## src/rtl/mtd_pkg.sv

```systemverilog
// Package for the Morse timing decoder: constants, run state and result types.
// No dependencies; imported by the decoder top level and its testbench.
`default_nettype none

package mtd_pkg;

  localparam int TableDepth  = 63;
  localparam int TableAw     = 6;
  localparam int CharW       = 8;
  localparam int MaxElements = 5;
  localparam int CodeWidth   = 5;
  localparam int CountMax    = 7;
  localparam int ResDepth    = 4;

  localparam logic [7:0] CharOne   = 8'h31;
  localparam logic [7:0] CharZero  = 8'h30;
  localparam logic [7:0] CharNl    = 8'h0A;
  localparam logic [7:0] CharSpace = 8'h20;

  typedef enum logic [3:0] {
    ST_IDLE  = 4'd0,
    ST_MARK1 = 4'd1,
    ST_MARK2 = 4'd2,
    ST_MARK3 = 4'd3,
    ST_GAP1  = 4'd4,
    ST_GAP2  = 4'd5,
    ST_GAP3  = 4'd6,
    ST_GAP4  = 4'd7,
    ST_GAP5  = 4'd8,
    ST_GAP6  = 4'd9,
    ST_GAP7  = 4'd10
  } mtd_state_t;

  typedef struct packed {
    logic [CharW-1:0] ch;
    logic             last;
  } mtd_res_t;

endpackage

`default_nettype wire

```

## src/rtl/mtd_ram.sv

```systemverilog
// Generic single-port-write, single-port-read RAM with registered read data.
// No dependencies; used for the symbol table of the Morse timing decoder.
`default_nettype none

module mtd_ram #(
  parameter int Width = 8,
  parameter int Depth = 64
) (
  input  wire logic                     clk,
  input  wire logic                     we,
  input  wire logic [$clog2(Depth)-1:0] waddr,
  input  wire logic [Width-1:0]         wdata,
  input  wire logic [$clog2(Depth)-1:0] raddr,
  output logic      [Width-1:0]         rdata
);

  logic [Width-1:0] mem [Depth];

  always_ff @(posedge clk) begin
    if (we) begin
      mem[waddr] <= wdata;
    end
    rdata <= mem[raddr];
  end

endmodule

`default_nettype wire

```

## src/rtl/morse_timing_decoder.sv

```systemverilog
// Morse timing decoder top level: run-length timing, symbol build, table lookup.
// Depends on mtd_pkg and mtd_ram.
`default_nettype none

// Takes one item per cycle: a sample byte ('1' mark unit, '0' gap unit, newline)
// or a symbol table write, selected by in_tuser. Each item is decoded in the cycle
// it is accepted and gives zero, one or two characters, which queue in a
// four-deep result buffer; in_tready drops while more than two results wait, so
// a stream that yields one character per item runs at one item per cycle and the
// rate is otherwise set by how fast out_tready drains the buffer. The 63-entry
// symbol table sits in a RAM whose registered read port is addressed from the
// next symbol state, with a write bypass and per-entry valid bits so that every
// slot reads zero after reset until written; no clearing pass is needed.
module morse_timing_decoder #(
  parameter int MaxElems = mtd_pkg::MaxElements
) (
  input  wire logic        clk,
  input  wire logic        rst_n,
  input  wire logic        in_tvalid,
  output logic             in_tready,
  input  wire logic [23:0] in_tdata,   // sample_byte[7:0], entry_index[13:8],
                                       // entry_char[21:14], zero[23:22]
  input  wire logic [0:0]  in_tuser,   // func[0]
  output logic             out_tvalid,
  input  wire logic        out_tready,
  output logic [7:0]       out_tdata,  // out_char[7:0]
  output logic             out_tlast
);
  import mtd_pkg::*;

  localparam int ResAw = $clog2(ResDepth);
  localparam int ResCw = $clog2(ResDepth + 1);

  mtd_state_t            state_r, state_nxt;
  logic [CodeWidth-1:0]  code_r, code_nxt;
  logic [2:0]            cnt_r, cnt_nxt;
  logic [TableDepth-1:0] valid_r;

  logic                  lk_byp_r, lk_vld_r;
  logic [CharW-1:0]      lk_bdata_r;
  logic [CharW-1:0]      ram_q, lk_val, lk_char;
  logic [TableAw-1:0]    rd_addr;

  mtd_res_t              res_q_r [ResDepth];
  logic [ResAw-1:0]      wr_ptr_r, rd_ptr_r;
  logic [ResCw-1:0]      res_cnt_r;

  logic                  in_fire, out_fire, tbl_we, is_wr;
  logic [7:0]            sample;
  logic [TableAw-1:0]    wr_idx;
  logic [CharW-1:0]      wr_char;
  logic [1:0]            n_push;
  logic [CharW-1:0]      c0, c1;

  function automatic logic [TableAw-1:0] slot_of(input logic [2:0] n,
                                                  input logic [CodeWidth-1:0] code);
    logic [2:0]           ne;
    logic [CodeWidth-1:0] m;
    ne = (n > 3'(CodeWidth)) ? 3'(CodeWidth) : n;
    m  = CodeWidth'((7'd1 << ne) - 7'd1);
    return TableAw'(m) + TableAw'(code & m);
  endfunction

  assign sample   = in_tdata[7:0];
  assign wr_idx   = in_tdata[13:8];
  assign wr_char  = in_tdata[21:14];
  assign is_wr    = in_tuser[0];
  assign in_tready = (res_cnt_r <= ResCw'(ResDepth - 2));
  assign in_fire  = in_tvalid & in_tready;
  assign out_fire = out_tvalid & out_tready;
  assign tbl_we   = in_fire & is_wr & (wr_idx < TableAw'(TableDepth));

  // symbol table
  assign rd_addr = slot_of(cnt_nxt, code_nxt);

  mtd_ram #(
    .Width (CharW),
    .Depth (TableDepth)
  ) u_tbl (
    .clk   (clk),
    .we    (tbl_we),
    .waddr (wr_idx),
    .wdata (wr_char),
    .raddr (rd_addr),
    .rdata (ram_q)
  );

  always_ff @(posedge clk) begin
    if (!rst_n) begin
      valid_r  <= '0;
      lk_byp_r <= 1'b0;
      lk_vld_r <= 1'b0;
    end else begin
      if (tbl_we) begin
        valid_r[wr_idx] <= 1'b1;
      end
      lk_byp_r <= tbl_we && (wr_idx == rd_addr);
      lk_vld_r <= valid_r[rd_addr];
    end
    lk_bdata_r <= wr_char;
  end

  assign lk_val  = lk_byp_r ? lk_bdata_r : (lk_vld_r ? ram_q : '0);
  assign lk_char = (cnt_r <= 3'(MaxElems) && cnt_r <= 3'(CodeWidth)) ? lk_val : '0;

  // timing state and symbol build
  always_comb begin
    logic add_el, dah, clr;
    add_el    = 1'b0;
    dah       = 1'b0;
    clr       = 1'b0;
    state_nxt = state_r;
    code_nxt  = code_r;
    cnt_nxt   = cnt_r;
    n_push    = 2'd0;
    c0        = lk_char;
    c1        = CharSpace;
    if (in_fire && !is_wr) begin
      if (sample == CharOne) begin
        state_nxt = ST_MARK1;
        case (state_r)
          ST_IDLE:  state_nxt = ST_MARK1;
          ST_MARK1: state_nxt = ST_MARK2;
          ST_MARK2: state_nxt = ST_MARK3;
          ST_MARK3: begin
            add_el = 1'b1;
            dah    = 1'b1;
          end
          ST_GAP1:  ;
          ST_GAP3: begin
            n_push = 2'd1;
            clr    = 1'b1;
          end
          ST_GAP7: begin
            n_push = 2'd2;
            clr    = 1'b1;
          end
          default:  clr = 1'b1;
        endcase
      end else if (sample == CharZero) begin
        state_nxt = ST_GAP1;
        case (state_r)
          ST_IDLE:  ;
          ST_MARK1: add_el = 1'b1;
          ST_MARK2: clr = 1'b1;
          ST_MARK3: begin
            add_el = 1'b1;
            dah    = 1'b1;
          end
          ST_GAP7: begin
            n_push = 2'd2;
            clr    = 1'b1;
          end
          ST_GAP1:  state_nxt = ST_GAP2;
          ST_GAP2:  state_nxt = ST_GAP3;
          ST_GAP3:  state_nxt = ST_GAP4;
          ST_GAP4:  state_nxt = ST_GAP5;
          ST_GAP5:  state_nxt = ST_GAP6;
          ST_GAP6:  state_nxt = ST_GAP7;
          default:  ;
        endcase
      end else if (sample == CharNl) begin
        n_push    = 2'd2;
        c1        = CharNl;
        clr       = 1'b1;
        state_nxt = ST_IDLE;
      end
    end
    if (add_el) begin
      for (int i = 0; i < CodeWidth; i++) begin
        if (cnt_r == 3'(i)) begin
          code_nxt[i] = dah;
        end
      end
      if (cnt_r < 3'(CountMax)) begin
        cnt_nxt = cnt_r + 3'd1;
      end
    end
    if (clr) begin
      code_nxt = '0;
      cnt_nxt  = '0;
    end
  end

  always_ff @(posedge clk) begin
    if (!rst_n) begin
      state_r <= ST_IDLE;
      code_r  <= '0;
      cnt_r   <= '0;
    end else begin
      state_r <= state_nxt;
      code_r  <= code_nxt;
      cnt_r   <= cnt_nxt;
    end
  end

  // result buffer
  always_ff @(posedge clk) begin
    if (!rst_n) begin
      wr_ptr_r  <= '0;
      rd_ptr_r  <= '0;
      res_cnt_r <= '0;
    end else begin
      wr_ptr_r  <= wr_ptr_r + ResAw'(n_push);
      rd_ptr_r  <= rd_ptr_r + ResAw'(out_fire);
      res_cnt_r <= res_cnt_r + ResCw'(n_push) - ResCw'(out_fire);
    end
    if (n_push != 2'd0) begin
      res_q_r[wr_ptr_r] <= '{ch: c0, last: (n_push == 2'd1)};
    end
    if (n_push == 2'd2) begin
      res_q_r[wr_ptr_r + ResAw'(1)] <= '{ch: c1, last: 1'b1};
    end
  end

  assign out_tvalid = (res_cnt_r != '0);
  assign out_tdata  = res_q_r[rd_ptr_r].ch;
  assign out_tlast  = res_q_r[rd_ptr_r].last;

  // checks
  a_res_bound: assert property (@(posedge clk) disable iff (!rst_n)
    res_cnt_r <= ResCw'(ResDepth))
    else $error("result buffer overrun");

  a_nl_idle: assert property (@(posedge clk) disable iff (!rst_n)
    (in_fire && !is_wr && sample == CharNl) |=> (state_r == ST_IDLE && cnt_r == '0))
    else $error("newline did not return to idle");

  a_code_clean: assert property (@(posedge clk) disable iff (!rst_n)
    (cnt_r < 3'(CodeWidth)) |-> ((code_r >> cnt_r) == '0))
    else $error("code bits set beyond element count");

  a_wr_silent: assert property (@(posedge clk) disable iff (!rst_n)
    (in_fire && is_wr) |=> (res_cnt_r <= $past(res_cnt_r)))
    else $error("table write produced a result");

endmodule

`default_nettype wire

```

## config.mk

```make
export PLATFORM = sky130hd
export DESIGN_NAME = morse_timing_decoder
export DESIGN_NICKNAME = d
export VERILOG_FILES = /design/src/rtl/mtd_pkg.sv /design/src/rtl/mtd_ram.sv /design/src/rtl/morse_timing_decoder.sv
export SDC_FILE = /design/constraint.sdc
export NUM_CORES = 1
export LEC_CHECK = 0
export BUFFER_PORTS_ARGS = -buffer_cell sky130_fd_sc_hd__buf_2
export CORE_UTILIZATION = 40
export CTS_CLUSTER_SIZE = 25
export DETAILED_ROUTE_END_ITERATION = 10
export PLACE_DENSITY = 0.56
export SLEW_MARGIN = 20
export SYNTH_ARGS = -nofsm -noshare
export SYNTH_HDL_FRONTEND = slang
export SYNTH_SLANG_ARGS = --single-unit
export TNS_END_PERCENT = 10
```

## constraint.sdc

```tcl
create_clock -name clk -period 11 [get_ports clk]
set_input_delay 0 -clock clk [delete_from_list [all_inputs] [get_ports clk]]
set_output_delay 0 -clock clk [all_outputs]
set_load 0.02 [all_outputs]
```

After elaboration in Yosys (flattened, before gate mapping)
Memories as Yosys holds them, arrays and structs flattened. A register that Yosys moved wholly into a read port is not among the register bits.
Cells that the tools add are included.

storage, ports and cells
  register bits after elaboration = 92
  memory bits (writable) = 540
  input bits = 29
  output and inout port bits = 11
  word-level logic and storage cells = 122
  memories = 2

memory list
  name       words  width  rd ports  clocked after memory_dff  wr ports  line                        text
  u_tbl.mem  63     8      1         1                         1         mtd_ram.sv:17               logic [Width-1:0] mem [Depth];
  res_q_r    4      9      1         1                         2         morse_timing_decoder.sv:44  mtd_res_t res_q_r [ResDepth];

cells by class
  $add $sub $neg = 8
  order comparisons = 8
  equal/unequal tests = 20
  shifts and indexed selects = 1
  mux-type cells = 54
  bitwise logic cells = 6
  reductions and logical operators = 13

operator list
  kind                  number
  $or A63 B63 Y63       1
  $mux W1               27
  $mux W6               4
  $mux W8               3
  $pmux W4 S6           1
  $eq A4 B3 Y1 const B  4
  $eq A8 B6 Y1 const B  2
  $lt A6 B7 Y1 const B  2
  $eq A4 B4 Y1 const B  3
  $mux W2               6
  $mux W3               4
  $mux W4               3
  $mux W5               2
  $eq A4 B2 Y1 const B  2
  $eq A8 B4 Y1 const B  1
  $pmux W2 S2           2
  $add A5 B5 Y6         1
  $bmux W1 S6           1
  $demux W1 S6          1
  $eq A3 B2 Y1 const B  2
  $eq A6 B6 Y1          1
  $ge A6 B1 Y1 const B  1
  $lt A6 B6 Y1 const B  1
  $reduce_bool A3 Y1    2
  other kinds (27)      33

Depth between registers and ports, before layout
  depth after elaboration = 16
  gate-level depth with buffers = 20
  gate-level depth less buffers = 16

Cells and area by module
From an unflattened synthesis, not the netlist that was laid out.

unflattened totals
  cells, all modules = 1,647
  area total of the unflattened synthesis = 26,130.1 sq um

by module, submodules not included
  module                times used  cells an instance  area an instance (sq um)  seq. area each (sq um)
  mtd_ram               1           949                19,806.5                  15,294.7
  morse_timing_decoder  1           698                6,323.6                   2,682.6

Worst setup path before layout
No wires, ideal clock.

  path kind = reg2reg
  start = register cnt_r[0]
  end = register u_tbl.rdata[4], read port of u_tbl.mem
  setup time = 0.126 ns
  arrival time = 4.750 ns
  data required time = 10.874 ns
  slack = 6.124 ns
  cell stages (with the launch flop) = 19
  buffers on the path = 5
  clock period less this slack = 4.876 ns
  cell sequence = dfxtp_1 > clkbuf_1 > inv_1 > ha_1 > nand4b_1 > a2111oi_1 > nor3_2 > ha_1 > nor2_1 > ha_1 > clkbuf_1 > clkbuf_1 > clkbuf_1 > clkbuf_1 > mux4_2 > nand2_1 > nand4_1 > o211ai_1 > mux2i_1

on the way
  word-level cells in the longest chain between the ends = 10
  elaborated cells between the ends (all ways) = 23
  those cells by class = add/sub: 3; order compare: 2; eq/ne: 4; shift: 1; mux: 11; bitwise: 1; reduce/logical: 1

RTL lines
  element                                        line                                                      text
  start, declared                                morse_timing_decoder.sv:36                                logic [2:0] cnt_r, cnt_nxt;
  start signal, assigned                         morse_timing_decoder.sv:193                               cnt_r <= cnt_nxt;
  $add A3 B1 Y3 or $lt A3 B3 Y1 (tied branches)  morse_timing_decoder.sv:176, morse_timing_decoder.sv:175
  $mux W3                                        morse_timing_decoder.sv:175                               if (cnt_r < 3'(CountMax)) begin
  $mux W3                                        morse_timing_decoder.sv:169                               if (add_el) begin
  $mux W3                                        morse_timing_decoder.sv:179                               if (clr) begin
  $gt A3 B3 Y1                                   morse_timing_decoder.sv:59                                ne = (n > 3'(CodeWidth)) ? 3'(CodeWidth) : n;
  $mux W3                                        morse_timing_decoder.sv:59
  $shl A1 B3 Y5                                  morse_timing_decoder.sv:60                                m = CodeWidth'((7'd1 << ne) - 7'd1);
  $sub A5 B1 Y5                                  morse_timing_decoder.sv:60
  $and A5 B5 Y5                                  morse_timing_decoder.sv:61                                return TableAw'(m) + TableAw'(code & m);
  $add A5 B5 Y6 (*)                              morse_timing_decoder.sv:61
  end, declared                                  mtd_ram.sv:14                                             output logic [Width-1:0] rdata

Every way passes the cells marked *; elsewhere a longest branch is shown, timed or not.
A chain may end at the register's enable or synchronous reset.

Worst setup path in the final report
  start = register cnt_r[0]
  end = register lk_vld_r

on the way
  word-level cells in the longest chain between the ends = 12
  elaborated cells between the ends (all ways) = 25
  those cells by class = add/sub: 3; order compare: 2; eq/ne: 4; shift: 1; mux: 13; bitwise: 1; reduce/logical: 1

RTL lines
  element                                        line                                                      text
  $add A3 B1 Y3 or $lt A3 B3 Y1 (tied branches)  morse_timing_decoder.sv:176, morse_timing_decoder.sv:175
  $mux W3                                        morse_timing_decoder.sv:175
  $mux W3                                        morse_timing_decoder.sv:169
  $mux W3                                        morse_timing_decoder.sv:179
  $gt A3 B3 Y1                                   morse_timing_decoder.sv:59
  $mux W3                                        morse_timing_decoder.sv:59
  $shl A1 B3 Y5                                  morse_timing_decoder.sv:60
  $sub A5 B1 Y5                                  morse_timing_decoder.sv:60
  $and A5 B5 Y5                                  morse_timing_decoder.sv:61
  $add A5 B5 Y6 (*)                              morse_timing_decoder.sv:61
  $bmux W1 S6 (*)                                morse_timing_decoder.sv:98                                lk_vld_r <= valid_r[rd_addr];
  $mux W1 (implied by the code) (*)              morse_timing_decoder.sv:98
  end signal, assigned                           morse_timing_decoder.sv:98
  end, declared                                  morse_timing_decoder.sv:39                                logic lk_byp_r, lk_vld_r;

Every way passes the cells marked *; elsewhere a longest branch is shown, timed or not. The select of a mux whose other input is x is not followed.

==> impl_metrics.csv <==
group,metric,value,unit
power,vdd.ir_drop.worst,0.104,mV
job,maxCapViolCount,0,
clocking,tritoncts,"yes",
global_routing,grt_start_max_net_pins,110,
power,power.density,174,mW/mm^2
cells_and_area,finalCoreUtilization,46.0,%
critical_path,endpoint_kind,"flop",
routing,vias,13805,
global_routing,grt_overflow,0,
global_routing,first_global_vias,13820,
die,floorplan.io_pins,40,
global_routing,grt_first_pass_wirelength,88500,um
yosys,ys_dominant_reg_cell,"sky130_fd_sc_hd__edfxtp_1",
cells_and_area,final_layout_size_suffix_gt1_share,19.6,%
power,leakagePower,9.84,nW
routing,drt-total-wl,58900,um
yosys,synth_warnings,0,
sta,timing.setup.tns,0,ns
die,die_h,256,um
status,outcome,"finished clean",
yosys,synth.net_count,1611,
routing,drt_iter0_markers,1091,
clocking,post_cts_resized,0,
critical_path,worstSetupStartpoint,"cnt_r[0]",
clocking,cts-htree-levels,3,
sta,finalWorstPathRequiredPeriod,6.13,ns
clocking,cts_buffers,68,
yosys,post-synth-top-area-fraction,59.9,%
die,dieWidth,256,um
routing,final_antenna_violating_net_count,0,
worst_hold_path,worst_hold_path_type,"in -> reg",
global_routing,antenna_found_initial,2,
cells_and_area,area_growth,12.8,%
yosys,synth_area_leader_cell,"sky130_fd_sc_hd__edfxtp_1",
placed_design,dp.final_hpwl,33800,um
yosys,synthCells,1569,
critical_path,cp_data_required_time,11.49,ns
clocking,cts_sinks,640,
routing,router_iterations_before_antenna_repair,5,
critical_path,crit-reg2reg-launch,"cnt_r[0]",
sta,finalHoldViolCount,0,
die,fp.dieArea,0.0657,sq mm
placed_design,finalWeightedCongestion,0.802,
yosys,synth-async-reset-ratio,0,%
yosys,synth_sequential_area_ratio,69.5,%
yosys,postSynthAreaPerCell,16.5,sq um
yosys,cell_types_with_the_largest_area_share_after_synthesis,"sky130_fd_sc_hd__edfxtp_1 (60%), sky130_fd_sc_hd__mux4_2 (13%), sky130_fd_sc_hd__dfxtp_1 (9.6%)",
placed_design,placed_area,0.0269,sq mm
worst_hold_path,timing.hold.worst.start,"in_tdata[18]",
die,initial_core_util,40.8,%
critical_path,setup.worst_path.class,"reg -> reg",
cells_and_area,post-route-cell-area,0.0292,sq mm
yosys,post_synth_instance_area,0.0259,sq mm
sta,tightestPinTransition,1.05,ns
cells_and_area,final_common_cell,"sky130_fd_sc_hd__edfxtp_1",
cells_and_area,most-common-layout-cells,"sky130_fd_sc_hd__edfxtp_1 (516), sky130_fd_sc_hd__nor2_1 (230), sky130_fd_sc_hd__mux4_2 (144)",
sta,period_share,55.7,%
power,design_power_total,5.06,mW
die,num_rows,92,
global_routing,grt_use_total,18.1,%
yosys,ys_types,77,
sta,final_report_setup_violation_count,0,
clocking,clk-insertion-delay-late,0.61,ns
critical_path,path_max_fanout,52,
critical_path,crit_path_start_kind,"flop",
clocking,clk_pin_slew,0.06,ns
routing,post_drt_wl_per_cell,23.4,um
routing,drt-vias-per-instance,5.48,
clocking,postCtsSetupBuffers,0,
critical_path,data_arrival_time_of_the_critical_path,6.62,ns
yosys,ys_ff_latch,640,
clocking,cts_hold_buffers,9,
cells_and_area,n_antenna_cell,0,
sta,finalClockSkew,0.0290,ns
placed_design,place.port_buffers,37,
sta,max_slew_margin,29.5,%
sta,fmaxAchievable,0.163,GHz
clocking,clk_root_buffer_cell,"sky130_fd_sc_hd__clkbuf_16",
sta,report.final.slew_viol_count,0,
die,coreArea,0.0634,sq mm
yosys,synth-edff-count,516,
routing,drc,0,
sta,grt_setup_unrepaired,"no",
clocking,cts_buffer_depth,3,
cells_and_area,final_net_count,1658,
cell type report:
class / instances / area [sq um]
repair buffers: 64 / 425
inverters: 17 / 63.8
clock inverters: 17 / 184
well taps: 846 / 1060
multi-input cells: 825 / 7440
fillers: 5497 / 34200
flip-flops and latches: 640 / 18000
clock buffers: 109 / 2030
report_power, final:
group	internal [mW]	switching, mW	total [mW]
sequential	2.63	0.0207	2.65
clock	1.34	0.929	2.27
combinational	0.0508	0.0959	0.147
final timing paths:
check | slack [ns] | depth (start not counted) | end
worst min-delay path | 0.06 | 2 | lk_bdata_r[4]
worst max-delay path | 4.87 | 15 | lk_vld_r
worst min register to register | 0.45 | 2 | res_q_r[2][8]
worst max register to register | 4.87 | 15 | lk_vld_r
Yosys cell counts, types with 4 or more instances:
master                      number
sky130_fd_sc_hd__nand3b_1        4
sky130_fd_sc_hd__nand2_1        78
sky130_fd_sc_hd__o22ai_1        12
sky130_fd_sc_hd__a21oi_1        19
sky130_fd_sc_hd__buf_2          28
sky130_fd_sc_hd__nor2_1        230
sky130_fd_sc_hd__buf_4           5
sky130_fd_sc_hd__edfxtp_1      516
sky130_fd_sc_hd__nand3_1        30
sky130_fd_sc_hd__o21ai_1         8
sky130_fd_sc_hd__o21ai_0        31
sky130_fd_sc_hd__nand2b_1        4
sky130_fd_sc_hd__and2_1         13
sky130_fd_sc_hd__nor3_2          4
sky130_fd_sc_hd__nor3_1          7
sky130_fd_sc_hd__nand4_1        12
sky130_fd_sc_hd__buf_6           5
sky130_fd_sc_hd__o2111ai_1       8
sky130_fd_sc_hd__nor2b_1         6
sky130_fd_sc_hd__xnor2_1        13
sky130_fd_sc_hd__a22oi_1        10
sky130_fd_sc_hd__mux4_2        144
sky130_fd_sc_hd__clkbuf_1       48
sky130_fd_sc_hd__mux2i_1        92
sky130_fd_sc_hd__a32oi_1         8
sky130_fd_sc_hd__or2_2           9
sky130_fd_sc_hd__ha_1           12
sky130_fd_sc_hd__inv_1          16
sky130_fd_sc_hd__dfxtp_1       124
sky130_fd_sc_hd__nor4_1          5
sky130_fd_sc_hd__o211ai_1        7
flip-flops by register name, indices dropped and copies added (netlist names):
signal / count
rd_ptr_r: 2
cnt_r: 3
valid_r: 63
lk_bdata_r: 8
u_tbl.rdata: 8
res_q_r: 36
res_cnt_r: 3
state_r: 4
u_tbl.mem: 504
code_r: 5
lk_byp_r: 1
lk_vld_r: 1
wr_ptr_r: 2
per-layer routing:
layer	vias to the layer above	GRT usage, %	wire length [um]
li1	6196	-	-
met3	98	3.44	3230
met1	7092	25.9	26700
met2	415	27.9	27600
met5	-	0	22
met4	4	5.36	1350
worst max-delay path, cell delays in order, from the launching register on:
cell	delay, ns
sky130_fd_sc_hd__dfxtp_1	0.59
sky130_fd_sc_hd__inv_1	0.21
sky130_fd_sc_hd__ha_1	0.40
sky130_fd_sc_hd__nand4b_1	0.21
sky130_fd_sc_hd__a2111oi_1	0.41
sky130_fd_sc_hd__nor3_2	0.16
sky130_fd_sc_hd__ha_1	0.37
sky130_fd_sc_hd__nor2_1	0.21
sky130_fd_sc_hd__ha_4	0.69
sky130_fd_sc_hd__buf_4	0.50
sky130_fd_sc_hd__buf_4	0.50
sky130_fd_sc_hd__mux4_2	0.57
sky130_fd_sc_hd__mux2i_1	0.24
sky130_fd_sc_hd__mux2i_1	0.19
sky130_fd_sc_hd__mux2_1	0.35
sky130_fd_sc_hd__a311o_1	0.34
kinds of logic after synthesis:
family / synth area share [%]
xor gates and xnor gates: 0.571
buffers and inverters: 1.86
and+or+nand+nor: 7.43
DFF: 69.5
muxes: 16.2
AOI/OAI and AO/OA: 3.72
adders and majority gates: 0.658
stage by stage:
stage	hold WS, ns	setup WS, ns	std cells
6_report	0.0603	4.87	2518
5_1_grt	0.0561	4.49	2518
4_1_cts	0.00275	4.87	2517
3_5_place_dp	0.414	4.88	2382
3_3_place_gp	0.414	4.92	2382
2_1_floorplan	0.0277	6.12	1569
(Power assumes the default switching activity.)
